<file path="src/hw/rtl/box_blur_5x5_rgb_macros.svh">
// assertion macros for the 5x5 box blur block
// expects i_clk and i_rst_n in the scope of every use
`ifndef BOX_BLUR_5X5_RGB_MACROS_SVH
`define BOX_BLUR_5X5_RGB_MACROS_SVH

// condition that holds at every clock edge out of reset
`define BB_ASSERT(name, expr, msg) \
    name: assert property (@(posedge i_clk) disable iff (!i_rst_n) (expr)) \
        else $error(msg);

// condition that must hold in the cycle after a trigger
`define BB_ASSERT_NEXT(name, ante, cons, msg) \
    name: assert property (@(posedge i_clk) disable iff (!i_rst_n) (ante) |=> (cons)) \
        else $error(msg);

`endif

</file>
<file path="src/hw/rtl/bblur_pkg.sv">
// shared types and constants for the 5x5 box blur block
// no dependencies
package bblur_pkg;

    typedef enum logic {
        OP_PIXEL = 1'b0,
        OP_FLUSH = 1'b1
    } t_op;

    typedef enum logic {
        REG_IMAGE_WIDTH  = 1'b0,
        REG_IMAGE_HEIGHT = 1'b1
    } t_reg_idx;

    localparam int unsigned ADDR_W      = 12;
    localparam int unsigned ROW_W       = 12;
    localparam int unsigned HGT_W       = 13;
    localparam int unsigned FIFO_DEPTH  = 4;
    localparam int unsigned MIN_SIZE    = 5;
    localparam int unsigned MAX_HEIGHT  = 4096;
    localparam int unsigned BORDER      = 2;
    localparam int unsigned CSUM_W      = 11;
    localparam int unsigned SUM_W       = 13;
    localparam int unsigned DIV25_SHIFT = 17;

    localparam logic [SUM_W-1:0] DIV25_MUL        = 13'd5243;
    localparam logic [8:0]       RST_IMAGE_WIDTH  = 9'd256;
    localparam logic [12:0]      RST_IMAGE_HEIGHT = 13'd256;

    typedef struct packed {
        logic [7:0] red;
        logic [7:0] green;
        logic [7:0] blue;
    } t_rgb;

    typedef struct packed {
        t_op        op;
        logic [7:0] in_red;
        logic [7:0] in_green;
        logic [7:0] in_blue;
    } t_in_item;

    typedef struct packed {
        logic [7:0] out_red;
        logic [7:0] out_green;
        logic [7:0] out_blue;
        logic       out_last;
    } t_out_item;

    typedef struct packed {
        logic [8:0]  image_width;
        logic [12:0] image_height;
    } t_cfg;

    // one classified request handed from front to back
    typedef struct packed {
        t_op              kind;
        logic             emit;
        logic             interior;
        logic             last;
        logic [1:0]       slot;
        logic [ADDR_W-1:0] addr;
        t_rgb             pix;
    } t_cmd;

endpackage

</file>
<file path="src/hw/rtl/bblur_fifo.sv">
// short command queue between front and back of the box blur
// depends on bblur_pkg and box_blur_5x5_rgb_macros.svh
`include "box_blur_5x5_rgb_macros.svh"

module bblur_fifo
    import bblur_pkg::*;
(
    input  logic i_clk,
    input  logic i_rst_n,
    input  logic i_push,
    input  t_cmd i_data,
    output logic o_full,
    input  logic i_pop,
    output t_cmd o_data,
    output logic o_empty
);

    localparam int unsigned PTR_W = $clog2(FIFO_DEPTH);
    localparam int unsigned CNT_W = $clog2(FIFO_DEPTH + 1);

    t_cmd             r_mem [FIFO_DEPTH];
    logic [PTR_W-1:0] r_wr_ptr, n_wr_ptr;
    logic [PTR_W-1:0] r_rd_ptr, n_rd_ptr;
    logic [CNT_W-1:0] r_count, n_count;

    assign o_full  = (r_count == CNT_W'(FIFO_DEPTH));
    assign o_empty = (r_count == '0);
    assign o_data  = r_mem[r_rd_ptr];

    always_comb begin
        n_wr_ptr = r_wr_ptr;
        n_rd_ptr = r_rd_ptr;
        n_count  = r_count;
        if (i_push) begin
            n_wr_ptr = (r_wr_ptr == PTR_W'(FIFO_DEPTH - 1)) ? '0 : r_wr_ptr + PTR_W'(1);
        end
        if (i_pop) begin
            n_rd_ptr = (r_rd_ptr == PTR_W'(FIFO_DEPTH - 1)) ? '0 : r_rd_ptr + PTR_W'(1);
        end
        if (i_push && !i_pop) begin
            n_count = r_count + CNT_W'(1);
        end else if (i_pop && !i_push) begin
            n_count = r_count - CNT_W'(1);
        end
    end

    always_ff @(posedge i_clk) begin
        if (!i_rst_n) begin
            r_wr_ptr <= '0;
            r_rd_ptr <= '0;
            r_count  <= '0;
        end else begin
            r_wr_ptr <= n_wr_ptr;
            r_rd_ptr <= n_rd_ptr;
            r_count  <= n_count;
        end
    end

    always_ff @(posedge i_clk) begin
        if (i_push) begin
            r_mem[r_wr_ptr] <= i_data;
        end
    end

    `BB_ASSERT(a_no_overflow, !(i_push && o_full), "push into full queue")
    `BB_ASSERT(a_no_underflow, !(i_pop && o_empty), "pop from empty queue")

endmodule

</file>
<file path="config.mk">
export PLATFORM = sky130hd
export DESIGN_NAME = bblur_fifo
export DESIGN_NICKNAME = d
export VERILOG_FILES = /design/src/hw/rtl/bblur_pkg.sv /design/src/hw/rtl/bblur_fifo.sv
export VERILOG_INCLUDE_DIRS = /design/src /design/src/hw/rtl
export SDC_FILE = /design/constraint.sdc
export NUM_CORES = 1
export LEC_CHECK = 0
export ABC_AREA = 0
export BUFFER_PORTS_ARGS = -buffer_cell sky130_fd_sc_hd__buf_2
export CAP_MARGIN = 15
export CORE_MARGIN = 2
export CORE_UTILIZATION = 57
export CTS_BUF_LIST = sky130_fd_sc_hd__clkbuf_4 sky130_fd_sc_hd__clkbuf_8 sky130_fd_sc_hd__clkbuf_16
export CTS_CLUSTER_SIZE = 30
export DETAILED_ROUTE_END_ITERATION = 7
export GPL_TIMING_DRIVEN = 0
export PLACE_DENSITY = 0.83
export SETUP_SLACK_MARGIN = 0.15
export SLEW_MARGIN = 0
export SYNTH_ARGS = -nofsm -noshare
export SYNTH_HDL_FRONTEND = slang
export SYNTH_SLANG_ARGS = --single-unit
</file>
<file path="constraint.sdc">
create_clock -name i_clk -period 2.34 [get_ports i_clk]
set_input_delay 0.468 -clock i_clk [delete_from_list [all_inputs] [get_ports i_clk]]
set_output_delay 0.468 -clock i_clk [all_outputs]
set_load 0.05 [all_outputs]
</file>
## Yosys cells after proc, flatten, opt, wreduce, memory -nomap -nowiden

Memories as Yosys holds them, arrays and structs flattened. A register that Yosys moved wholly into a read port is not among the register bits.
Index checks and enable logic that the tools add are counted.

- Mux-type cells: 8
- Equal/unequal tests: 3
- Reduce and logical (&&, ||, !) cells: 6
- $add $sub $neg: 4

Operators with widths:

| kind | number |
|---|---|
| 2-to-1 mux 2 bit | 4 |
| 2-to-1 mux 3 bit | 2 |
| adder 2 x 1 -> 2 bit (second input constant) | 2 |
| equality test 2 bit (second input constant) | 2 |
| adder 3 x 1 -> 3 bit (second input constant) | 1 |
| equality test 3 bit (second input constant) | 1 |
| zero test 3 bit | 1 |
| subtractor 3 x 1 -> 3 bit (second input constant) | 1 |
| logical AND 1 bit | 2 |
| zero test 1 bit | 2 |
| 2-to-1 mux 1 bit | 2 |
| nonzero test 2 bit | 1 |

- Output and inout port bits: 44
- RAM bits: 168
- Register bits: 7
- Memories: 1
- Logic and storage cells: 25

Memory list:

| name | words | width | read ports | clocked after Yosys merged registers in | write ports | line | RTL |
|---|---|---|---|---|---|---|---|
| r_mem | 4 | 42 | 1 | 1 | 1 | bblur_fifo.sv:21 | `t_cmd r_mem [FIFO_DEPTH];` |

## Logic depth before layout (Yosys ltp)

Gate-level depths: netlist of the first run.

- Word-level depth: 4
- Mapped depth: 7
- Gate-level depth less buffers: 7

## Worst setup path after synthesis of the first run

OpenSTA, ideal clock, no wires.

- Path type: register -> output
- Start point: reg r_count[1]
- End point: out o_full
- Data arrival time: 1.502 ns
- Cell stages (with the launch flop): 2
- Required time: 1.872 ns
- Path slack: 0.370 ns
- Cells stage by stage: dfxtp_1 > nor3b_1

- Cells in the longest elaborated chain, start to end: 1

Ends and longest elaborated chain:

| item | line | RTL |
|---|---|---|
| from (decl) | bblur_fifo.sv:24 | `logic [CNT_W-1:0] r_count, n_count;` |
| from (signal assigned) | bblur_fifo.sv:55 | `r_count <= n_count;` |
| equality test 3 bit | bblur_fifo.sv:26 | `assign o_full = (r_count == CNT_W'(FIFO_DEPTH));` |
| to (decl) | bblur_fifo.sv:12 | `output logic o_full,` |

Every way passes these cells.

==> reports/metrics.cfg, run 1 <==
[run_status]
outcome = complete, no violations

[synth]
synth_top_area_frac = 0.7677
ys_types = 23
ys_warn_count = 0
synth_seq_cells = 177
postSynthAreaPerCell_sq_um = 24.89
syn_area_sq_mm = 0.006571
syn_nets = 317
seq_area_frac_synth = 0.7951
netlist_instances = 264
synthTopCellsByArea = edfxtp_1 77%, mux4_2 14%, dfxtp_1 2.7%, buf_12 1.2%, ha_1 1.1%
synth_top_cell_by_area = edfxtp_1

[cells_and_area]
final_cell_mix = 168 x edfxtp_1, 47 x buf_2, 42 x mux4_2, 41 x buf_6, 21 x clkbuf_16
area_delta_synth_final_pct = 26.10
mostFrequentLayoutCell = edfxtp_1
fin_nets = 436
final_core_util = 0.7320
num_antenna_cells = 0
layout-drive-gt1-share = 0.4747

[placed_design]
gp_congestion = 0.7363
hpwl_um = 6504
port_buffers = 89

[global_route]
grt_util_all_layers = 0.1869
overflow = 0
grt_max_degree = 28
antenna_found_initial = 0
grt_pass1_wl_um = 17110
first_global_vias = 3251

[clocking]
path_clk_slew_ps = 70
clk_latency_ps = 410
cts_buffer_depth = 2
numCtsBuffers = 17
htree_levels = 4
numClockSinks = 177
cts_tree = yes
root_buffer = clkbuf_16
cts_hold_buf = 0

[detailed_routing]
drt_iter0_drc = 207
top_layer = met4
wl_met3_um = 600
routedWlPerCell_um = 20.70
remaining_drc_errors = 0
wl_met2_um = 5795
drt-total-wl_um = 11160
vias_per_cell = 5.638
drtPass1Iterations = 6
drt-met1-wl_um = 4631
dr_total_vias = 3039
postRouteAntennaNets = 0

[floorplanning]
die_x_um = 111.4
start_util = 0.5805
core_sq_mm = 0.01132
die_h_um = 111.4
fp-row-count = 39
dieArea_sq_mm = 0.01240
num_io_pins = 90

[job]
drv_cap = 0

[timing]
slew_viol_final = 0
rsz0062_at_grt = true
tightest_slew_ps = 539.2
setup_violations = 0
finClkSkew_ps = 8.316
slew_headroom = 0.6405
hold_ws_ps = 265.3
hold_violations = 0
fmax_ghz = 0.4435
min_period_ps = 2255
finalCritPeriodShare = 0.9635

[critical_path]
worst_setup_path_end_kind = output pin
cp-start-kind = flop
critPathMaxFanout = 5
crit_required_ps = 1870
critPathSlowestCell = mux4_2
crit_type = reg -> out
arrival_ps = 1790
cp_slowest_stage_delay_ps = 530
cp_cell_sequence = clkbuf_16 > buf_12 > mux4_2 > buf_6

[min_path]
hold_class = in -> reg

[pwr]
p_leak_nw = 2.879
power_density_mw_per_mm2 = 910.8
vdd_drop_max_mv = 0.4827

-- power by group --
| part | leakage, nW | internal [mW] | total (mW) | switching (mW) |
|---|---|---|---|---|
| clock network | 0.282 | 1.58 | 2.74 | 1.15 |
| registers | 1.62 | 3.62 | 3.67 | 0.0454 |
| logic | 0.979 | 0.466 | 1.14 | 0.678 |
-- routing by layer --
metal | global-route usage | up-vias
met5 | 0 | -
met4 | 0.07819 | 0
met3 | 0.04518 | 15
met2 | 0.3106 | 100
met1 | 0.2416 | 1567
li1 | - | 1357
-- final cells by class --
| cell class | instances | area, sq um |
|---|---|---|
| Clock inverter | 15 | 155.1 |
| Timing Repair Buffer | 100 | 934.6 |
| Buffer | 10 | 135.1 |
| Inverter | 4 | 15.01 |
| Multi-Input combinational cell | 73 | 1214 |
| Fill cell | 678 | 3034 |
| Tap cell | 143 | 178.9 |
| Clock buffer | 17 | 425.4 |
| Sequential cell | 177 | 5229 |
-- repair_timing --
| item | CTS | global route |
|---|---|---|
| gates cloned | 1 | 4 |
| pin swaps | 0 | 0 |
| resized for setup | 85 | 14 |
| setup buffers | 2 | 0 |
| endpoints found under the setup margin | 40 | 42 |
-- cell usage after synthesis (all sizes together) --
cell type and count:
xnor2 1, edfxtp 168, and2 5, xor2 1, dfxtp 9, ha 6
nor2 1, nor3 2, buf 9, nor2b 5, fa 1, or3 1
clkbuf 1, nor3b 1, mux4 42, a21boi 1, inv 4, mux2i 4
o21a 1, o21ai 1
-- worst max-delay path: cells and delay by family, from the launching register on --
kind | cells | cell delay, ps
buffers and inverters | 3 | 460
flip-flops | 1 | 370
multiplexers | 1 | 530
-- cells by family (layout without fill, tap and decap cells) --
kind of cell,count (synthesis),after routing,share of synthesized area
DFF,177,177,0.7951
muxes,46,46,0.1512
and+or+nand+nor,15,15,0.01371
buffers and inverters,14,146,0.01980
adders and majority gates,7,7,0.01447
AOI/OAI and AO/OA,3,3,0.003047
xor gates and xnor gates,2,2,0.002666
-- flip-flops by register name, indices dropped and copies added (netlist names), named ones only --
signal	flops
r_rd_ptr	2
r_count	3
r_mem	168
r_wr_ptr	2
-- stage by stage --
| stage | instances | total power [mW] | instance area [sq um] | setup WS, ps | TNS (ps) |
|---|---|---|---|---|---|
| global route | 539 | 7.788 | 8287 | 19.58 | 0 |
| CTS | 535 | 7.552 | 8160 | 55.12 | 0 |
| finish | 539 | 7.547 | 8287 | 85.37 | 0 |
| detailed placement | 500 | 4.695 | 7281 | 339.7 | 0 |
| floorplan | 264 | 4.435 | 6571 | 370.2 | 0 |
| global placement | 496 | 4.656 | 7196 | -456.6 | -75510 |
-- final timing paths --
path / startpoint / endpoint / slack, ps / cells after the start
worst min-delay path: i_data[25] / r_mem[0][25]$_DFFE_PP_ / 270 / 1
worst max register to register: r_wr_ptr[0]$_SDFFE_PN0P_ / r_mem[0][28]$_DFFE_PP_ / 650 / 4
worst min register to register: r_count[2]$_SDFFE_PN0P_ / r_count[2]$_SDFFE_PN0P_ / 520 / 2
worst max-delay path: flop / o_data[27] / 90 / 4
Power figures use the tool's default switching activity.
==> inputs of run 2 (changes only) <==
--- a/config.mk
+++ b/config.mk
@@ -16,6 +16,7 @@
 export DETAILED_ROUTE_END_ITERATION = 7
 export GPL_TIMING_DRIVEN = 0
 export PLACE_DENSITY = 0.83
+export REMOVE_ABC_BUFFERS = 1
 export SETUP_SLACK_MARGIN = 0.15
 export SLEW_MARGIN = 0
 export SYNTH_ARGS = -nofsm -noshare
==> reports/metrics.cfg, run 2 (same netlist as run 1, synthesis figures left out) <==
[timing]
finalCritPeriodShare = 0.9635  ; about the same
fmax_ghz = 0.4436  ; about the same
min_period_ps = 2255  ; -0.08730 ps
slew_headroom = 0.6319  ; -0.008623
rsz0062_at_grt = true
hold_violations = 0  ; unchanged
hold_ws_ps = 263.9  ; -1.354 ps
slew_viol_final = 0  ; unchanged
tightest_slew_ps = 552.1  ; +12.93 ps
finClkSkew_ps = 8.683  ; +0.3668 ps
setup_violations = 0  ; unchanged

[global_route]
grt_max_degree = 25  ; -11%
first_global_vias = 3237  ; -0.43%
grt_util_all_layers = 0.1976  ; +0.01068
antenna_found_initial = 0  ; unchanged
overflow = 0  ; unchanged
grt_pass1_wl_um = 17900  ; +4.6%

[detailed_routing]
postRouteAntennaNets = 0  ; unchanged
vias_per_cell = 5.662  ; +0.43%
dr_total_vias = 2984  ; -1.8%
routedWlPerCell_um = 21.62  ; +4.4%
remaining_drc_errors = 0  ; unchanged
drtPass1Iterations = 4  ; -2
drt-total-wl_um = 11390  ; +2.1%
drt_iter0_drc = 224  ; +8.2%

[floorplanning]
core_sq_mm = 0.01132  ; unchanged
start_util = 0.5805  ; unchanged
num_io_pins = 90  ; unchanged
die_h_um = 111.4  ; unchanged
die_x_um = 111.4  ; unchanged
dieArea_sq_mm = 0.01240  ; unchanged
fp-row-count = 39  ; unchanged

[pwr]
power_mw = 7.276  ; -3.6%
p_leak_nw = 2.721  ; -5.5%
vdd_drop_max_mv = 0.5096  ; +5.6%
power_density_mw_per_mm2 = 914.0  ; +0.35%

[clocking]
cts_tree = yes
cts_buffer_depth = 2  ; unchanged
root_buffer = clkbuf_16
numCtsBuffers = 17  ; unchanged
clk_latency_ps = 420  ; about the same
path_clk_slew_ps = 60  ; about the same
numClockSinks = 177  ; unchanged
cts_hold_buf = 0  ; unchanged
htree_levels = 4  ; unchanged

[critical_path]
critPathMaxFanout = 11  ; +6
worst_r2r_endpoint = r_mem[3][36]$_DFFE_PP_
path_delay_family = multiplexers
cp-start-kind = flop
crit_type = reg -> out
worst_setup_path_end_kind = output pin
rr_startpoint = r_wr_ptr[0]$_SDFFE_PN0P_
crit_required_ps = 1870  ; about the same
regToRegSetupSlack_ps = 650  ; about the same
arrival_ps = 1790  ; about the same
cp_slowest_stage_delay_ps = 520  ; about the same
cp_cell_sequence = buf_16 > mux4_2 > buf_4
crit_buf_inv = 2  ; -1
critPathSlowestCell = mux4_2
r2r_cells = 3  ; -1

[placed_design]
port_buffers = 89  ; unchanged
hpwl_um = 6602  ; +1.5%
gp_congestion = 0.7219  ; -2.0%
place_area_sq_mm = 0.007191  ; -1.2%

[cells_and_area]
final_core_util = 0.7032  ; -0.02874
area_delta_synth_final_pct = 21.15
final_cell_mix = 168 x edfxtp_1, 48 x buf_2, 42 x mux4_2, 37 x buf_4, 17 x clkbuf_16
fin_area_sq_mm = 0.007961  ; -3.9%
largest_reg_flops = 168  ; unchanged
fin_nets = 426  ; -2.3%
layout-drive-gt1-share = 0.4583  ; -0.01641
mostFrequentLayoutCell = edfxtp_1
num_antenna_cells = 0  ; unchanged
regMostFlops = r_mem
reg_top3 = r_mem (168), r_count (3)

[min_path]
hold_class = in -> reg
hold_depth = 1  ; unchanged
min-delay-start = i_data[24]
hold_path_end = r_mem[3][24]$_DFFE_PP_

[run_status]
outcome = complete, no violations

[job]
drv_cap = 0  ; unchanged

## run 2: worst max path at each step
| stage | start | to | slack [ps] | cells past startpoint |
|---|---|---|---|---|
| 2_1_floorplan | flop | o_data[22] | -910 | 1 |
| 3_3_place_gp | flop | o_data[33] | -1590 | 2 |
| 3_5_place_dp | flop | o_data[33] | 4 | 2 |
| 4_1_cts | flop | o_data[15] | 60 | 3 |
| 5_1_grt | flop | o_data[3] | 30 | 3 |
| 6_report | flop | o_data[20] | 90 | 3 |
## run 2: area by class of cell
type                       instances  area [sq um]
sequential                       177          5233
multi-input combinational         73          1214
clock inverter                    13         115.1
timing repair buffer             100         780.7
inverter                           4         15.01
tap                              143         178.9
fill                             695          3359
clock buffer                      17         425.4
## run 2: per-layer routing
layer,GRT usage,part of all wire
met2,0.3191,0.52
met4,0.06667,0.014
met3,0.05498,0.052
met5,0,0
met1,0.2668,0.42
## run 2: worst reg2reg max path, cell delays in order, from the launching register on
cell and delay [ps]:
dfxtp_1 410, ha_1 200, and2_2 490, buf_12 280
## run 2: stage by stage
step	setup WS (ps)	std cells	TNS, ps
2_1_floorplan	-907.0	254	-32450
3_3_place_gp	-1586	486	-135780
3_5_place_dp	4.356	491	0
4_1_cts	58.48	527	0
5_1_grt	27.94	527	0
6_report	85.46	527	0
## run 2: power by group
| part | switching, mW | internal (mW) |
|---|---|---|
| Combinational | 0.656 | 0.377 |
| Clock | 1.12 | 1.45 |
| Sequential | 0.0510 | 3.62 |
## run 2: repair_timing
| item | CTS | global route |
|---|---|---|
| gates cloned | 1 | 0 |
| resized for setup | 51 | 0 |
| endpoints found under the setup margin | 42 | 42 |
| buffers inserted | 5 | 0 |
==> inputs of run 3 (changes only) <==
--- a/config.mk
+++ b/config.mk
@@ -7,15 +7,16 @@
 export NUM_CORES = 1
 export LEC_CHECK = 0
 export ABC_AREA = 0
-export BUFFER_PORTS_ARGS = -buffer_cell sky130_fd_sc_hd__buf_2
 export CAP_MARGIN = 15
+export CORE_ASPECT_RATIO = 1.2
 export CORE_MARGIN = 2
-export CORE_UTILIZATION = 57
-export CTS_BUF_LIST = sky130_fd_sc_hd__clkbuf_4 sky130_fd_sc_hd__clkbuf_8 sky130_fd_sc_hd__clkbuf_16
+export CORE_UTILIZATION = 65
+export CTS_BUF_LIST = sky130_fd_sc_hd__clkbuf_2
 export CTS_CLUSTER_SIZE = 30
 export DETAILED_ROUTE_END_ITERATION = 7
+export DONT_BUFFER_PORTS = 1
 export GPL_TIMING_DRIVEN = 0
-export PLACE_DENSITY = 0.83
+export PLACE_DENSITY = 0.85
 export REMOVE_ABC_BUFFERS = 1
 export SETUP_SLACK_MARGIN = 0.15
 export SLEW_MARGIN = 0
==> reports/metrics.cfg, run 3 (same netlist as run 1, synthesis figures left out) <==
[placed_design]
hpwl_um = 6655  ; +0.81%
gp_congestion = 0.6798  ; -5.8%
port_buffers = 0  ; -100%
post-place-cells = 386  ; -21%

[critical_path]
crit_required_ps = 1870  ; about the same
arrival_ps = 2120  ; +330 ps
crit_type = reg -> out
worst_r2r_endpoint = r_mem[3][40]$_DFFE_PP_
worst_setup_path_end_kind = output pin
crit_path_end = o_data[12]
regToRegSetupSlack_ps = 560  ; -90 ps
rr_startpoint = r_wr_ptr[0]$_SDFFE_PN0P_
cp-start-kind = flop
critPathMaxFanout = 6  ; -5
r2r_cells = 3  ; unchanged

[timing]
tightest_slew_ps = 627.2  ; +75.07 ps
setup_violations = 42  ; +42
rsz0062_at_grt = true
finalCritPeriodShare = 1.104  ; +0.1408
fmax_ghz = 0.3870  ; -13%
hold_violations = 0  ; unchanged
slew_viol_final = 0  ; unchanged
finClkSkew_ps = 29.94  ; +21.25 ps
slew_headroom = 0.5814  ; -0.05049
timing.final.ws_setup_ps = -244.0  ; -329.5 ps
min_period_ps = 2584  ; +329.5 ps

[floorplanning]
die_x_um = 95.79  ; -14%
die_h_um = 114.1  ; +2.5%
start_util = 0.6631  ; +0.08267
dieArea_sq_mm = 0.01093  ; -12%
num_io_pins = 90  ; unchanged
fp-row-count = 40  ; +2.6%
core_sq_mm = 0.009910  ; -12%

[pwr]
p_leak_nw = 2.471  ; -9.2%
power_mw = 6.322  ; -13%
vdd_drop_max_mv = 0.5804  ; +14%
power_density_mw_per_mm2 = 824.6  ; -9.8%

[global_route]
grt_pass1_wl_um = 17570  ; -1.8%
grt_util_all_layers = 0.2348  ; +0.03716
overflow = 0  ; unchanged
first_global_vias = 3121  ; -3.6%
antenna_found_initial = 0  ; unchanged
grt_max_degree = 25  ; unchanged

[cells_and_area]
num_antenna_cells = 0  ; unchanged
largest_reg_flops = 168  ; unchanged
fin_nets = 389  ; -8.7%
stdcell_count = 475  ; -9.9%
regMostFlops = r_mem
nFillCells = 515  ; -26%
reg_top3 = r_mem (168), r_count (3)
multi_input_area_sq_mm = 0.001230  ; +1.3%
layout-drive-gt1-share = 0.2865  ; -0.1718
seqCellArea_sq_mm = 0.005244  ; +0.22%
mostFrequentLayoutCell = edfxtp_1
final_cell_mix = 168 x edfxtp_1, 45 x dlygate4sd3_1, 42 x mux4_2, 17 x clkbuf_2, 9 x buf_12
area_delta_synth_final_pct = 16.68

[detailed_routing]
drtPass1Iterations = 4  ; unchanged
drt_iter0_drc = 201  ; -10%
vias_per_cell = 6.103  ; +7.8%
routedWlPerCell_um = 24.93  ; +15%
remaining_drc_errors = 0  ; unchanged
drt-total-wl_um = 11840  ; +4.0%
dr_total_vias = 2899  ; -2.8%
postRouteAntennaNets = 0  ; unchanged

[min_path]
hold_depth = 3  ; +2
hold_class = in -> reg

[clocking]
htree_levels = 4  ; unchanged
root_buffer = clkbuf_2
numClockSinks = 177  ; unchanged
cts_tree = yes
clk_latency_ps = 690  ; +270 ps
path_clk_slew_ps = 240  ; +180 ps
cts_buffer_depth = 2  ; unchanged
numCtsBuffers = 17  ; unchanged

[run_status]
outcome = finished, violations left
violations = setup timing

[job]
drv_cap = 0  ; unchanged

[run 3: cell count changes in the layout (fill, tap and decap cells not counted), moves of 2 or more]
cell,before,now
clkinvlp_4,5,3
buf_2,48,0
dlygate4sd3_1,0,45
buf_12,7,9
dfxtp_1,7,4
buf_4,37,5
clkbuf_16,17,0
clkbuf_2,0,17
bufinv_16,1,4
dfxtp_4,2,5
buf_6,6,2
[run 3: per-stage QoR]
step / hold WS, ps / setup TNS [ps] / area [sq um] / utilization / setup slack (ps)
detailed placement: 525.3 / -6.970 / 6736 / 0.6798 / -6.970
CTS: 4.883 / -11590 / 7647 / 0.7717 / -309.1
finish: 167.1 / -8517 / 7667 / 0.7737 / -244.0
global route: 95.98 / -14250 / 7667 / 0.7737 / -378.2
floorplan: 472.4 / -32450 / 6456 / - / -907.0
global placement: 491.9 / -109210 / 6614 / 0.6674 / -1610
[run 3: power breakdown]
part / internal, mW / switching (mW)
sequential: 3.62 / 0.0636
combinational: 0.312 / 0.652
clock: 0.694 / 0.977
total: 4.63 / 1.69
[run 3: layer usage]
layer	vias to the layer above	GRT usage	share of wire
met5	-	0	0
met4	0	0.09714	0.015
met3	15	0.05793	0.046
met2	82	0.3981	0.55
met1	1543	0.2901	0.39
li1	1259	-	-
[run 3: worst min-delay path by stage]
stage                            startpoint                      end  slack (ps)
floorplan           r_count[2]$_SDFFE_PN0P_  r_count[2]$_SDFFE_PN0P_         470
global placement    r_count[2]$_SDFFE_PN0P_  r_count[2]$_SDFFE_PN0P_         490
detailed placement  r_count[2]$_SDFFE_PN0P_  r_count[2]$_SDFFE_PN0P_         530
CTS                                   i_pop                     flop           5
global route                          i_pop                     flop         100
finish                                i_pop                     flop         170
[run 3: area by class of cell]
class | instances | share of cell area
sequential | 177 | 0.6839
multi-input combinational | 73 | 0.1604
timing repair buffer | 63 | 0.09726
clock inverter | 15 | 0.02480
tap | 126 | 0.02056
clock buffer | 17 | 0.01110
inverter | 4 | 0.001958
[run 3: critical path, cell delays in order, from the launching register on]
cell	delay, ps
dfxtp_4	470
buf_4	150
buf_16	130
mux4_2	670
[run 3: timing repair]
| item | 4_1_cts | 5_1_grt |
|---|---|---|
| hold buffers | 45 | 0 |
| pin swaps | 1 | 1 |
| cloned | 1 | 0 |
| buffers inserted | 10 | 1 |
| setup endpoints to repair | 43 | 44 |
| endpoints found under the hold margin | 177 | 0 |
| resized for setup | 10 | 4 |
