`src/hw/rtl/box_blur_5x5_rgb_macros.svh`:
```
// assertion macros for the 5x5 box blur block
// expects i_clk and i_rst_n in the scope of every use
`ifndef BOX_BLUR_5X5_RGB_MACROS_SVH
`define BOX_BLUR_5X5_RGB_MACROS_SVH

// condition that holds at every clock edge out of reset
`define BB_ASSERT(name, expr, msg) \
    name: assert property (@(posedge i_clk) disable iff (!i_rst_n) (expr)) \
        else $error(msg);

// condition that must hold in the cycle after a trigger
`define BB_ASSERT_NEXT(name, ante, cons, msg) \
    name: assert property (@(posedge i_clk) disable iff (!i_rst_n) (ante) |=> (cons)) \
        else $error(msg);

`endif

```
`src/hw/rtl/bblur_pkg.sv`:
```
// shared types and constants for the 5x5 box blur block
// no dependencies
package bblur_pkg;

    typedef enum logic {
        OP_PIXEL = 1'b0,
        OP_FLUSH = 1'b1
    } t_op;

    typedef enum logic {
        REG_IMAGE_WIDTH  = 1'b0,
        REG_IMAGE_HEIGHT = 1'b1
    } t_reg_idx;

    localparam int unsigned ADDR_W      = 12;
    localparam int unsigned ROW_W       = 12;
    localparam int unsigned HGT_W       = 13;
    localparam int unsigned FIFO_DEPTH  = 4;
    localparam int unsigned MIN_SIZE    = 5;
    localparam int unsigned MAX_HEIGHT  = 4096;
    localparam int unsigned BORDER      = 2;
    localparam int unsigned CSUM_W      = 11;
    localparam int unsigned SUM_W       = 13;
    localparam int unsigned DIV25_SHIFT = 17;

    localparam logic [SUM_W-1:0] DIV25_MUL        = 13'd5243;
    localparam logic [8:0]       RST_IMAGE_WIDTH  = 9'd256;
    localparam logic [12:0]      RST_IMAGE_HEIGHT = 13'd256;

    typedef struct packed {
        logic [7:0] red;
        logic [7:0] green;
        logic [7:0] blue;
    } t_rgb;

    typedef struct packed {
        t_op        op;
        logic [7:0] in_red;
        logic [7:0] in_green;
        logic [7:0] in_blue;
    } t_in_item;

    typedef struct packed {
        logic [7:0] out_red;
        logic [7:0] out_green;
        logic [7:0] out_blue;
        logic       out_last;
    } t_out_item;

    typedef struct packed {
        logic [8:0]  image_width;
        logic [12:0] image_height;
    } t_cfg;

    // one classified request handed from front to back
    typedef struct packed {
        t_op              kind;
        logic             emit;
        logic             interior;
        logic             last;
        logic [1:0]       slot;
        logic [ADDR_W-1:0] addr;
        t_rgb             pix;
    } t_cmd;

endpackage

```
`src/hw/rtl/bblur_front.sv`:
```
// front part of the box blur: accepts requests, tracks positions, classifies
// depends on bblur_pkg and box_blur_5x5_rgb_macros.svh
`include "box_blur_5x5_rgb_macros.svh"

module bblur_front
    import bblur_pkg::*;
#(
    parameter int unsigned MAX_WIDTH = 256
) (
    input  logic     i_clk,
    input  logic     i_rst_n,
    input  t_cfg     i_cfg,
    input  logic     i_restart,
    input  logic     i_valid,
    input  t_in_item i_data,
    output logic     o_stall,
    output logic     o_push,
    output t_cmd     o_cmd,
    input  logic     i_full
);

    localparam int unsigned XW = $clog2(MAX_WIDTH);
    localparam int unsigned CW = $clog2(MAX_WIDTH + 1);
    localparam int unsigned CX = CW + 1;
    localparam int unsigned PW = CW + 2;

    logic [CW-1:0]    eff_w;
    logic [HGT_W-1:0] eff_h;
    logic [PW-1:0]    lat;

    logic [XW-1:0]    r_in_col, n_in_col;
    logic [ROW_W-1:0] r_in_row, n_in_row;
    logic [XW-1:0]    r_ocol, n_ocol;
    logic [ROW_W-1:0] r_orow, n_orow;
    logic [PW-1:0]    r_pend, n_pend;

    logic             accept;
    logic             is_flush;
    logic             pin_zero;
    logic             q_nonzero;
    logic             drop;
    logic             flush_go;
    logic [XW-1:0]    q_col;
    logic [ROW_W-1:0] q_row;
    logic [PW-1:0]    pend_e;
    logic             emit_pix;
    logic             q_last;
    logic             interior;
    logic [CW-1:0]    q_col_inc;
    logic [XW-1:0]    q_col_next;
    logic [ROW_W-1:0] q_row_next;
    logic [CW-1:0]    in_col_inc;
    logic [HGT_W-1:0] in_row_inc;

    // clamp the geometry registers to the supported range
    always_comb begin
        if (i_cfg.image_width < 9'(MIN_SIZE)) begin
            eff_w = CW'(MIN_SIZE);
        end else if (32'(i_cfg.image_width) > MAX_WIDTH) begin
            eff_w = CW'(MAX_WIDTH);
        end else begin
            eff_w = CW'(i_cfg.image_width);
        end
        if (i_cfg.image_height < HGT_W'(MIN_SIZE)) begin
            eff_h = HGT_W'(MIN_SIZE);
        end else if (i_cfg.image_height > HGT_W'(MAX_HEIGHT)) begin
            eff_h = HGT_W'(MAX_HEIGHT);
        end else begin
            eff_h = i_cfg.image_height;
        end
    end

    assign lat = (PW'(eff_w) << 1) + PW'(BORDER);

    assign accept    = i_valid && !i_full;
    assign is_flush  = (i_data.op == OP_FLUSH);
    assign pin_zero  = (r_in_col == '0) && (r_in_row == '0);
    assign q_nonzero = (r_ocol != '0) || (r_orow != '0);
    assign flush_go  = pin_zero && q_nonzero;

    // new pixel while a drain is only partly done drops the old tail
    assign drop     = !is_flush && flush_go && (r_pend < lat);
    assign q_col    = drop ? '0 : r_ocol;
    assign q_row    = drop ? '0 : r_orow;
    assign pend_e   = drop ? '0 : r_pend;
    assign emit_pix = (pend_e >= lat);

    assign q_last = (CW'(q_col) == eff_w - CW'(1)) &&
                    (HGT_W'(q_row) == eff_h - HGT_W'(1));

    assign interior = (q_row >= ROW_W'(BORDER)) &&
                      ((HGT_W'(q_row) + HGT_W'(BORDER)) < eff_h) &&
                      (q_col >= XW'(BORDER)) &&
                      ((CX'(q_col) + CX'(BORDER)) < CX'(eff_w));

    // next output position
    always_comb begin
        q_col_inc = CW'(q_col) + CW'(1);
        if (q_last) begin
            q_col_next = '0;
            q_row_next = '0;
        end else if (q_col_inc == eff_w) begin
            q_col_next = '0;
            q_row_next = q_row + ROW_W'(1);
        end else begin
            q_col_next = XW'(q_col_inc);
            q_row_next = q_row;
        end
    end

    assign in_col_inc = CW'(r_in_col) + CW'(1);
    assign in_row_inc = HGT_W'(r_in_row) + HGT_W'(1);

    always_comb begin
        o_cmd.kind     = i_data.op;
        o_cmd.emit     = is_flush ? 1'b1 : emit_pix;
        o_cmd.interior = is_flush ? 1'b0 : interior;
        o_cmd.last     = q_last;
        o_cmd.slot     = r_orow[1:0] - eff_h[1:0];
        o_cmd.addr     = is_flush ? ADDR_W'(r_ocol) : ADDR_W'(r_in_col);
        o_cmd.pix.red   = i_data.in_red;
        o_cmd.pix.green = i_data.in_green;
        o_cmd.pix.blue  = i_data.in_blue;
    end

    // flush outside a drain (input mid-frame or nothing owed) is taken and dropped here
    assign o_push  = accept && (!is_flush || flush_go);
    assign o_stall = i_full;

    always_comb begin
        n_in_col = r_in_col;
        n_in_row = r_in_row;
        n_ocol   = r_ocol;
        n_orow   = r_orow;
        n_pend   = r_pend;
        if (i_restart) begin
            n_in_col = '0;
            n_in_row = '0;
            n_ocol   = '0;
            n_orow   = '0;
            n_pend   = '0;
        end else if (accept) begin
            if (is_flush) begin
                if (flush_go) begin
                    n_ocol = q_col_next;
                    n_orow = q_row_next;
                    n_pend = r_pend - PW'(1);
                end
            end else begin
                if (in_col_inc >= eff_w) begin
                    n_in_col = '0;
                    n_in_row = (in_row_inc >= eff_h) ? '0 : ROW_W'(in_row_inc);
                end else begin
                    n_in_col = XW'(in_col_inc);
                end
                n_ocol = emit_pix ? q_col_next : q_col;
                n_orow = emit_pix ? q_row_next : q_row;
                n_pend = pend_e + PW'(1) - PW'(emit_pix);
            end
        end
    end

    always_ff @(posedge i_clk) begin
        if (!i_rst_n) begin
            r_in_col <= '0;
            r_in_row <= '0;
            r_ocol   <= '0;
            r_orow   <= '0;
            r_pend   <= '0;
        end else begin
            r_in_col <= n_in_col;
            r_in_row <= n_in_row;
            r_ocol   <= n_ocol;
            r_orow   <= n_orow;
            r_pend   <= n_pend;
        end
    end

    `BB_ASSERT(a_pend_bound, r_pend <= lat, "pending count above window latency")

endmodule

```
`config.mk`:
```
export PLATFORM = sky130hd
export DESIGN_NAME = bblur_front
export DESIGN_NICKNAME = d
export VERILOG_FILES = /design/src/hw/rtl/bblur_pkg.sv /design/src/hw/rtl/bblur_front.sv
export VERILOG_INCLUDE_DIRS = /design/src /design/src/hw/rtl
export SDC_FILE = /design/constraint.sdc
export NUM_CORES = 1
export LEC_CHECK = 0
export BUFFER_PORTS_ARGS = -buffer_cell sky130_fd_sc_hd__buf_2
export CORE_ASPECT_RATIO = 1.5
export CORE_MARGIN = 2
export CORE_UTILIZATION = 55
export DETAILED_ROUTE_END_ITERATION = 7
export HOLD_SLACK_MARGIN = 0.02
export PLACE_DENSITY_LB_ADDON = 0.08
export SLEW_MARGIN = 20
export SYNTH_ARGS = -nofsm -noshare
export SYNTH_HDL_FRONTEND = slang
export SYNTH_SLANG_ARGS = --single-unit
```
`constraint.sdc`:
```
create_clock -name i_clk -period 9 [get_ports i_clk]
set_input_delay 1.8 -clock i_clk [delete_from_list [all_inputs] [get_ports i_clk]]
set_output_delay 1.8 -clock i_clk [all_outputs]
set_load 0.005 [all_outputs]
```
After elaboration in Yosys (flattened, before gate mapping)

Index checks and enable logic that the tools add are counted.

Add/subtract/negate cells: 13
Order comparisons: 12
Equality and inequality tests: 4
Muxes and demuxes: 24
Bitwise logic cells: 2
Reduce and logical (&&, ||, !) cells: 22

Operators with widths:

| operator                                                     | number |
|---|---|
| two-way mux 12 bit                                           | 7 |
| two-way mux 8 bit                                            | 8 |
| two-way mux 11 bit                                           | 3 |
| two-way mux 13 bit                                           | 2 |
| adder 8 x 1 -> 9 bit (second input constant)                 | 2 |
| two-way mux 9 bit                                            | 2 |
| adder 12 x 1 -> 13 bit (second input constant)               | 1 |
| adder 12 x 2 -> 13 bit (second input constant)               | 1 |
| == test 12 x 13 -> 1 bit                                     | 1 |
| >= comparator 13 bit                                         | 1 |
| greater-than comparator 13 bit (second input constant)       | 1 |
| less-than comparator 13 bit                                  | 1 |
| less-than comparator 13 x 3 -> 1 bit (second input constant) | 1 |
| subtractor 13 x 1 -> 13 bit (second input constant)          | 1 |
| adder 12 x 1 -> 12 bit (second input constant)               | 1 |
| >= comparator 12 x 2 -> 1 bit (second input constant)        | 1 |
| logical NOT 12 bit                                           | 1 |
| nonzero test 12 bit                                          | 1 |
| adder 10 x 2 -> 11 bit (second input constant)               | 1 |
| adder 11 x 1 -> 11 bit (second input constant)               | 1 |
| >= comparator 11 bit                                         | 1 |
| less-than comparator 11 bit                                  | 1 |
| subtractor 11 x 1 -> 11 bit                                  | 1 |
| subtractor 11 x 1 -> 11 bit (second input constant)          | 1 |
| other kinds (21)                                             | 35 |

Register bits after elaboration: 51
Input bits: 52
Output and inout bits: 44
Logic and storage cells: 82

Logic depth before layout (Yosys ltp)

Gate-level depths: netlist of run 1.

Depth after elaboration: 13
Gate-level depth with buffers: 41
Depth with buffers taken out: 36

Least setup slack after synthesis of run 1

No wires, ideal clock.

Kind: input to output
Start: input i_cfg[17] (netlist name)
End: output o_cmd[40] (netlist name)
Arrival time: 7.556 ns
Data required time: 7.200 ns
Setup slack: -0.356 ns
Stages: 30
Path buffers: 7
Cell sequence: clkbuf_1 -> or4_4 -> or2_0 -> clkbuf_1 -> o211ai_1 -> inv_1 -> ha_1 -> nand3_1 -> xor2_1 -> or2_2 -> ha_1 -> nand2_1 -> or3_1 -> o211a_1 -> nand3_4 -> buf_2 -> clkbuf_1 -> clkbuf_1 -> nand2_1 -> inv_1 -> ha_1 -> a21o_1 -> a21o_1 -> a21o_1 -> a21o_1 -> a211oi_1 -> a21boi_2 -> inv_1 -> buf_2 -> buf_2

RTL lines:

| what               | RTL line          | RTL |
|---|---|---|
| start: declaration | bblur_front.sv:12 | `input t_cfg i_cfg,` |
| end: declaration   | bblur_front.sv:18 | `output t_cmd o_cmd,` |

==> results.txt, run 1 <==
setup slack after layout - 0.212 ns
mean number of vias per cell - 6.53
count of H-tree levels built during CTS - 2
Worst Path Class, Setup - input port to output pin
most frequent cells after synthesis - 93 x sky130_fd_sc_hd__nand2_1, 87 x sky130_fd_sc_hd__ha_1, 75 x sky130_fd_sc_hd__nor2_1, 72 x sky130_fd_sc_hd__a21oi_1, 58 x sky130_fd_sc_hd__inv_1
leading area contributor after synthesis - sky130_fd_sc_hd__ha_1
summed instance area of the synthesized netlist - 7470 µm²
clock buffer count from CTS - 5
HP Class - flop to flop
share of power burned in registers - 35.8%
CTS tree - built
Max Fclk - 114 MHz
pwr dens - 81.8 nW/µm²
count of mapped cells out of synthesis - 1031
library cell contributing the largest single delay on the critical path - sky130_fd_sc_hd__or4_4
number of global-route vias before repair - 7159
proportion of power drawn by combinational gates - 31.5%
fraction of power consumed by the clock network - 32.7%
final total power - 0.649 mW
first drt pass iteration count - 5
sum of overflow across all layers after global routing - 0
total number of clock tree sinks - 51
pin count of the biggest net entering global routing - 43
top flip-flop cell by instance count after synthesis - sky130_fd_sc_hd__dfxtp_1
number of cells in the design after placement - 1177
Final ANT Viol Nets - 0
Port-buffer cells - 43
net switching power - 0.239 mW
stage delay of the slowest cell on the critical path - 0.53 ns
Die X-Extent - 99.2 µm
wire length of the first global-routing pass - 37900 µm
crit-path max FO - 5
initial antenna violation count - 0
Layout Nets - 1169
number of standard cells in the final layout excluding fillers - 1193
required time at the worst-slack endpoint - 7.20 ns
Data arrival, critical path - 6.99 ns
most used standard cell by instance count after synthesis - sky130_fd_sc_hd__nand2_1
starting utilization of the core area - 55.8%
Synth cell types - 92
routability congestion estimate - 0.954
area growth from synthesis to layout - 6.03%
maximum VDD drop - 0.0725 mV
share of the clock period used by the worst path after layout - 97.6%
max-cap viol count - 0
average instance area after synthesis - 7.25 µm²
detailed-route DRC error count - 0
number of cell rows - 52
wire length per cell after detailed routing - 20.1 µm
Yosys top cell area share - 14.6%
crit path capture type - output pin
core area - 13400 µm²
leakage power of the design - 3.31 nW
ratio of cells with drive above 1 in the final layout - 14.0%
Critical Path Source Type - input port
total global routing track utilization - 32.5%
minimum clock period after layout - 8.79 ns
Max clock buf depth - 2
diodes inserted - 0
switching share of power - 36.8%
asr flop ratio synth - 0%
final setup skew - 0.00684 ns
chip height - 147 µm
number of register bits inferred by synthesis - 51
setup slack at placement - -0.0336 ns
number of placed I/O pins - 96
number of enable-type register cells in the synthesized netlist - 0
HPWL reported at the end of detailed placement - 18700 µm
insertion delay to the later sink of the worst-skew pair - 0.31 ns
number of hold buffers added after CTS - 0
Setup violations, final - 0
slew at the pin closest to its max-slew limit - 0.714 ns
cell at the root of the clock tree - sky130_fd_sc_hd__clkbuf_16
detailed router's first-iteration violation count - 515
run status - completed
number of warnings issued by yosys - 0
die footprint - 14600 µm²
post-place instance area - 7670 µm²
clock transition at the registers of the reported paths - 0.08 ns
cells taking the most area after synthesis - sky130_fd_sc_hd__ha_1 15%, sky130_fd_sc_hd__dfxtp_1 14%, sky130_fd_sc_hd__a21oi_1 4.8%
share of the yosys chip area belonging to registers - 13.7%
share of the core filled with cells in the final layout - 59.1%
via total after detailed routing - 7786
normalized max-slew margin - 52.2%
total non-filler cell area in the finished layout - 7930 µm²
routed wire length - 24000 µm
count of final max-slew check failures - 0
Internal Dissipation - 0.410 mW
Final Hold Vio Count - 0
cells in the final DEF (no fill, tap or decap), types with 9 or more instances in the layout:
cell                       instances
sky130_fd_sc_hd__a21o_1           13
sky130_fd_sc_hd__a21oi_1          71
sky130_fd_sc_hd__and3_1           23
sky130_fd_sc_hd__buf_2            43
sky130_fd_sc_hd__buf_4            31
sky130_fd_sc_hd__dfxtp_1          51
sky130_fd_sc_hd__ha_1             83
sky130_fd_sc_hd__inv_1            54
sky130_fd_sc_hd__nand2_1          92
sky130_fd_sc_hd__nand2b_1         11
sky130_fd_sc_hd__nand3_1          37
sky130_fd_sc_hd__nand3b_1          9
sky130_fd_sc_hd__nand4_1          19
sky130_fd_sc_hd__nor2_1           74
sky130_fd_sc_hd__nor2b_1          17
sky130_fd_sc_hd__nor3_1           30
sky130_fd_sc_hd__nor4_1           12
sky130_fd_sc_hd__o211ai_1         12
sky130_fd_sc_hd__o21a_1           14
sky130_fd_sc_hd__o21ai_0          44
sky130_fd_sc_hd__o22ai_1          15
sky130_fd_sc_hd__o31ai_1          11
sky130_fd_sc_hd__or3_1            14
sky130_fd_sc_hd__xnor2_1          34
sky130_fd_sc_hd__xor2_1           22
sequential cells by signal, indices dropped and copies added, names as in the netlist:
register and cells:
r_in_col 8, r_in_row 12, r_ocol 8, r_orow 12, r_pend 11
layout make-up:
class,count,area (µm²)
repair buffers,74,448
inverters,63,239
clock inverters,3,28.8
multi-input cells,835,5860
flip-flops and latches,51,1020
fillers,1328,5480
well taps,162,203
clock buffers,5,125
stage by stage:
| stage | hold slack [ns] | TNS (ns) |
|---|---|---|
| 3_5_place_dp | 0.478 | -0.0336 |
| 6_report | 0.491 | 0 |
| 3_3_place_gp | 0.473 | 0 |
| 2_1_floorplan | 0.457 | 0 |
| 4_1_cts | 0.488 | 0 |
| 5_1_grt | 0.506 | -0.0434 |
worst paths after layout:
path | endpoint | slack [ns] | cells after the start | from
worst min-delay path | r_in_col[1]$_SDFFE_PP0P_ | 0.49 | 2 | r_in_col[1]$_SDFFE_PP0P_
worst max-delay path | o_cmd[39] | 0.21 | 30 | i_cfg[19]
worst max register to register | r_pend[9]$_SDFFE_PP0P_ | 3.04 | 29 | r_in_col[0]$_SDFFE_PP0P_
worst min register to register | r_in_col[1]$_SDFFE_PP0P_ | 0.49 | 2 | r_in_col[1]$_SDFFE_PP0P_
metal layers:
layer | up-vias | global-route usage, % | wire length (µm)
met5 | - | 0 | 0
met4 | 0 | 21.3 | 1800
met3 | 111 | 2.71 | 1250
met2 | 313 | 57.6 | 12000
met1 | 3627 | 36.6 | 8910
li1 | 3735 | - | -
kinds of logic after synthesis:
kind of cell,synth area share (%)
buf+inv,9.44
flops,13.7
compound gates,24.6
xor+xnor,6.86
fa+ha+maj,14.6
other cells,0.100
mux,2.13
simple gates,28.7
worst max-delay path: cells and delay by family:
| family | cells | cell delay, ns |
|---|---|---|
| XOR/XNOR | 1 | 0.14 |
| buffers and inverters | 5 | 0.57 |
| adder cells (fa/ha/maj) | 4 | 0.97 |
| AO/OA/AOI/OAI | 9 | 1.45 |
| AND/OR/NAND/NOR | 11 | 2.04 |
repair_timing:
action	4_1_cts	5_1_grt
gates resized for setup	1	15
setup endpoints to repair	1	4
buffers inserted	4	4
pin swaps	1	3
power by group through the flow:
stage / Sequential, mW / Combinational, mW / Clock, mW
2_1_floorplan: 0.235 / 0.150 / 0
3_3_place_gp: 0.238 / 0.196 / 0
3_5_place_dp: 0.238 / 0.197 / 0
4_1_cts: 0.232 / 0.200 / 0.213
5_1_grt: 0.233 / 0.225 / 0.221
6_report: 0.233 / 0.204 / 0.212
Power figures use the tool's default switching activity.
==> run 2, diff against run 1 <==
ABC_AREA = 1   (was not set)
==> run 2 against run 1 <==
  * Synthesized area fell by 0.87%
  * Critical path type unchanged
  * Final cell count rose by 14%
  * Utilization barely moved
==> results.txt, run 2 <==
run status - completed
Data arrival, critical path - 6.78 ns
fraction of power consumed by the clock network - 26.5%
number of placed I/O pins - 96
starting utilization of the core area - 56.6%
top flip-flop cell by instance count after synthesis - sky130_fd_sc_hd__dfxtp_1
routed wire length - 24800 µm
count of mapped cells out of synthesis - 1189
ratio of cells with drive above 1 in the final layout - 11.2%
asr flop ratio synth - 0%
crit path capture type - output pin
share of power burned in registers - 30.7%
max-cap viol count - 0
routability congestion estimate - 1.06
minimum clock period after layout - 8.58 ns
Final Hold Vio Count - 0
number of standard cells in the final layout excluding fillers - 1360
Layout Nets - 1339
cells taking the most area after synthesis - sky130_fd_sc_hd__ha_1 15%, sky130_fd_sc_hd__dfxtp_1 14%, sky130_fd_sc_hd__nand2_1 12%
total global routing track utilization - 34.2%
final setup skew - 0.00587 ns
first drt pass iteration count - 5
detailed router's first-iteration violation count - 503
chip height - 146 µm
share of the yosys chip area belonging to registers - 13.8%
Final ANT Viol Nets - 0
diodes inserted - 0
proportion of power drawn by combinational gates - 42.8%
number of register bits inferred by synthesis - 51
share of the clock period used by the worst path after layout - 95.4%
stage delay of the slowest cell on the critical path - 0.28 ns
pwr dens - 103 nW/µm²
number of warnings issued by yosys - 0
setup slack at placement - 0.264 ns
most used standard cell by instance count after synthesis - sky130_fd_sc_hd__nand2_1
average instance area after synthesis - 6.23 µm²
count of final max-slew check failures - 0
clock buffer count from CTS - 5
area growth from synthesis to layout - 4.47%
Critical Path Source Type - input port
final total power - 0.797 mW
most common cell after layout, fill and taps aside - sky130_fd_sc_hd__nand2_1
number of cells in the design after placement - 1352
most frequent cells after synthesis - 235 x sky130_fd_sc_hd__nand2_1, 156 x sky130_fd_sc_hd__inv_1, 107 x sky130_fd_sc_hd__nand3_1, 98 x sky130_fd_sc_hd__nor2_1, 87 x sky130_fd_sc_hd__ha_1
normalized max-slew margin - 35.1%
insertion delay to the later sink of the worst-skew pair - 0.30 ns
number of enable-type register cells in the synthesized netlist - 0
slew at the pin closest to its max-slew limit - 0.972 ns
detailed-route DRC error count - 0
crit-path max FO - 20
Yosys top cell area share - 14.7%
wire length of the first global-routing pass - 39400 µm
mean number of vias per cell - 5.87
total number of clock tree sinks - 51
via total after detailed routing - 7977
count of H-tree levels built during CTS - 2
Worst Path Class, Setup - input port to output pin
number of cell rows - 51
die footprint - 14400 µm²
summed instance area of the synthesized netlist - 7410 µm²
library cell contributing the largest single delay on the critical path - sky130_fd_sc_hd__ha_1
net switching power - 0.348 mW
cell at the root of the clock tree - sky130_fd_sc_hd__clkbuf_16
Most Frequent Cell on Critical Path - sky130_fd_sc_hd__nand2_1
core area - 13100 µm²
required time at the worst-slack endpoint - 7.20 ns
pin count of the biggest net entering global routing - 39
sum of overflow across all layers after global routing - 0
Port-buffer cells - 43
leading area contributor after synthesis - sky130_fd_sc_hd__ha_1
Max clock buf depth - 2
RSZ-0062 raised after global routing - no
wire length per cell after detailed routing - 18.3 µm
leakage power of the design - 3.89 nW
Setup violations, final - 0
HP Class - flop to flop
Synth cell types - 53
Internal Dissipation - 0.449 mW
initial antenna violation count - 0
clock transition at the registers of the reported paths - 0.08 ns
setup total negative slack - 0 ns
Die X-Extent - 98.8 µm
number of global-route vias before repair - 7748
share of the core filled with cells in the final layout - 59.2%
biggest regs - r_in_row (12), r_orow (12), r_pend (11)
switching share of power - 43.7%
setup slack after layout - 0.416 ns
maximum VDD drop - 0.0816 mV
CTS tree - built
Max Fclk - 116 MHz
leading cell types in the layout, fill and taps excluded - 234 x sky130_fd_sc_hd__nand2_1, 155 x sky130_fd_sc_hd__inv_1, 106 x sky130_fd_sc_hd__nand3_1
HPWL reported at the end of detailed placement - 20100 µm
==> run 2: worst max-delay path: cells and delay by family <==
family,cells,cell delay (ns)
AO/OA/AOI/OAI,9,1.35
AND/OR/NAND/NOR,14,1.45
XOR/XNOR,1,0.16
buffers and inverters,7,1.01
adder cells (fa/ha/maj),4,1.01
==> run 2: final timing paths <==
kind,start,to,slack (ns),cells past startpoint
worst max-delay path,i_cfg[18],o_cmd[39],0.42,35
worst min-delay path,r_orow[0]$_SDFFE_PP0P_,r_orow[0]$_SDFFE_PP0P_,0.49,2
worst max register to register,r_in_col[0]$_SDFFE_PP0P_,r_pend[9]$_SDFFE_PP0P_,3.77,38
worst min register to register,r_orow[0]$_SDFFE_PP0P_,r_orow[0]$_SDFFE_PP0P_,0.49,2
==> run 2: final cells by class <==
| type | count | area [µm²] |
|---|---|---|
| Fill cell | 1346 | 5340 |
| Clock inverter | 3 | 25.0 |
| Multi-Input combinational cell | 914 | 5400 |
| Timing Repair Buffer | 58 | 335 |
| Inverter | 170 | 641 |
| Clock buffer | 5 | 125 |
| Tap cell | 159 | 199 |
| Sequential cell | 51 | 1020 |
==> run 2: per-layer routing <==
| layer | track usage, % | share of wire, % |
|---|---|---|
| met2 | 63.7 | 52 |
| met4 | 19.4 | 6.5 |
| met5 | 0 | 0 |
| met1 | 36.3 | 37 |
| met3 | 3.88 | 4.6 |
==> run 2: kinds of logic after synthesis <==
kind of cell	count (synthesis)	synth area share (%)
AO/OA/AOI/OAI	202	15.4
XOR/XNOR	46	5.44
adder cells (fa/ha/maj)	87	14.7
buffers and inverters	228	13.9
flip-flops	51	13.8
other	2	0.101
AND/OR/NAND/NOR	573	36.7
==> run 2: metrics by stage <==
stage / cell area, µm² / hold WS (ns)
after floorplan: 7420 / 0.457
after global placement: 7560 / 0.471
after detailed placement: 7560 / 0.474
after CTS: 7710 / 0.486
after global routing: 7740 / 0.510
final: 7740 / 0.485
==> run 2: what timing repair did <==
item	4_1_cts	5_1_grt
endpoints found under the setup margin	0	1
hold buffers	0	0
endpoints found under the hold margin	0	0
gates resized for setup	0	8
buffers inserted	0	0
==> run 2: power by group through the flow <==
| stage | clock network (mW) | registers [mW] | logic, mW |
|---|---|---|---|
| 5_1_grt | 0.221 | 0.245 | 0.380 |
| 6_report | 0.211 | 0.245 | 0.341 |
| 2_1_floorplan | 0 | 0.244 | 0.256 |
| 3_5_place_dp | 0 | 0.249 | 0.332 |
| 3_3_place_gp | 0 | 0.249 | 0.329 |
| 4_1_cts | 0.214 | 0.244 | 0.334 |
==> run 3, diff against run 2 <==
CORE_UTILIZATION = 65   (was 55)
SETUP_SLACK_MARGIN = 0.1   (was not set)
clock period = 10.55 ns   (was 9 ns; I/O delays follow)
==> run 3 against run 2 <==
  * Register-to-register slack better by 1.2 ns
  * Global-route usage is 6.6 points higher
  * Design area is 1.5% lower
  * Count of clock-buffer cells in the layout stayed put
  * Largest cell class unchanged
==> results.txt, run 3 (synthesis results as in run 2) <==
run status - completed
Max clock buf depth - 2
sum of overflow across all layers after global routing - 0
Internal Dissipation - 0.379 mW
total number of clock tree sinks - 51
Port-buffer cells - 43
Data arrival, critical path - 7.81 ns
Final Hold Vio Count - 0
Gates resized, CTS repair - 0
clock buffer count from CTS - 5
Layout Nets - 1330
pwr dens - 88.2 nW/µm²
cell at the root of the clock tree - sky130_fd_sc_hd__clkbuf_16
Worst Path Class, Setup - input port to output pin
die footprint - 12300 µm²
biggest regs - r_in_row (12), r_orow (12), r_pend (11)
area growth from synthesis to layout - 2.94%
Die X-Extent - 91.2 µm
first drt pass iteration count - 5
leading cell types in the layout, fill and taps excluded - 235 x sky130_fd_sc_hd__nand2_1, 156 x sky130_fd_sc_hd__inv_1, 107 x sky130_fd_sc_hd__nand3_1
detailed router's first-iteration violation count - 666
critical path buffer and inverter count - 7
routed wire length - 25000 µm
required time at the worst-slack endpoint - 8.44 ns
ratio of cells with drive above 1 in the final layout - 10.2%
count of final max-slew check failures - 0
number of standard cells in the final layout excluding fillers - 1339
slew at the pin closest to its max-slew limit - 1.07 ns
starting utilization of the core area - 67.0%
clock transition at the registers of the reported paths - 0.07 ns
core area - 11100 µm²
share of power burned in registers - 31.0%
Critical Path Source Type - input port
Setup violations, final - 0
mean number of vias per cell - 6.16
Final ANT Viol Nets - 0
setup total negative slack - 0 ns
insertion delay to the later sink of the worst-skew pair - 0.31 ns
setup fix buffers added after clock tree synthesis - 0
wire length of the first global-routing pass - 39500 µm
wire length per cell after detailed routing - 18.7 µm
maximum VDD drop - 0.0670 mV
pin count of the biggest net entering global routing - 39
max-cap viol count - 0
most common cell after layout, fill and taps aside - sky130_fd_sc_hd__nand2_1
proportion of power drawn by combinational gates - 42.7%
chip height - 135 µm
share of the clock period used by the worst path after layout - 94.0%
normalized max-slew margin - 28.1%
minimum clock period after layout - 9.92 ns
number of hold buffers added after CTS - 0
stage delay of the slowest cell on the critical path - 0.35 ns
FILL cells - 1087
number of cell rows - 47
count of H-tree levels built during CTS - 2
Largest delay share family, worst path - simple AND/OR/NAND/NOR gates
routability congestion estimate - 1.05
crit path capture type - output pin
detailed-route DRC error count - 0
RSZ-0062 raised after global routing - no
library cell contributing the largest single delay on the critical path - sky130_fd_sc_hd__o31ai_1
initial antenna violation count - 0
crit-path max FO - 17
diodes inserted - 0
number of cells in the design after placement - 1331
final total power - 0.672 mW
number of global-route vias before repair - 8044
fraction of power consumed by the clock network - 26.3%
net switching power - 0.294 mW
leakage power of the design - 3.83 nW
HPWL reported at the end of detailed placement - 20000 µm
number of placed I/O pins - 96
total global routing track utilization - 40.8%
final setup skew - 0.00936 ns
CTS tree - built
switching share of power - 43.7%
via total after detailed routing - 8244
HP Class - flop to flop
Max Fclk - 101 MHz
[run 3: cell type report]
type	instances	area (µm²)	area share [%]
timing repair buffer	49	260	3.41
clock inverter	3	22.5	0.295
clock buffer	5	125	1.64
inverter	170	641	8.40
multi-input combinational	914	5370	70.5
sequential	51	1020	13.4
tap	147	184	2.41
[run 3: worst reg2reg max path: cells and delay by family, from the launching register on]
family	cells	cell delay (ns)
AO/OA/AOI/OAI	6	1.01
adder cells (fa/ha/maj)	5	1.14
buffers and inverters	9	0.92
flip-flops	1	0.39
AND/OR/NAND/NOR	19	2.01
[run 3: path summary, 6_finish.rpt]
| path | slack [ns] | endpoint | cells past startpoint | start |
|---|---|---|---|---|
| setup / recovery | 0.63 | o_cmd[39] | 34 | i_cfg[21] |
| hold / removal | 0.49 | r_in_col[1]$_SDFFE_PP0P_ | 2 | r_in_col[1]$_SDFFE_PP0P_ |
| setup reg to reg | 4.96 | r_pend[9]$_SDFFE_PP0P_ | 39 | r_in_col[0]$_SDFFE_PP0P_ |
| hold reg to reg | 0.49 | r_in_col[1]$_SDFFE_PP0P_ | 2 | r_in_col[1]$_SDFFE_PP0P_ |
[run 3: power by group through the flow]
stage / Sequential (mW) / Combinational (mW) / Clock (mW)
2_1_floorplan: 0.208 / 0.218 / 0
3_3_place_gp: 0.212 / 0.274 / 0
3_5_place_dp: 0.212 / 0.278 / 0
4_1_cts: 0.208 / 0.279 / 0.176
5_1_grt: 0.209 / 0.316 / 0.183
6_report: 0.208 / 0.287 / 0.177
[run 3: stage by stage]
stage | hold slack, ns | instance area, µm² | setup WS (ns) | util [%]
floorplan | 0.457 | 7420 | 1.88 | -
global placement | 0.471 | 7480 | 0.902 | 67.7
detailed placement | 0.478 | 7480 | 0.808 | 67.7
CTS | 0.490 | 7630 | 0.782 | 69.0
global route | 0.509 | 7630 | 0.260 | 69.0
finish | 0.490 | 7630 | 0.633 | 69.0
[run 3: per-layer routing]
metal | vias up | GRT usage (%) | part of all wire (%)
li1 | 3978 | - | -
met1 | 3737 | 40.1 | 35
met2 | 371 | 74.1 | 51
met3 | 158 | 5.80 | 5.4
met4 | 0 | 35.7 | 9.2
met5 | - | 0 | 0
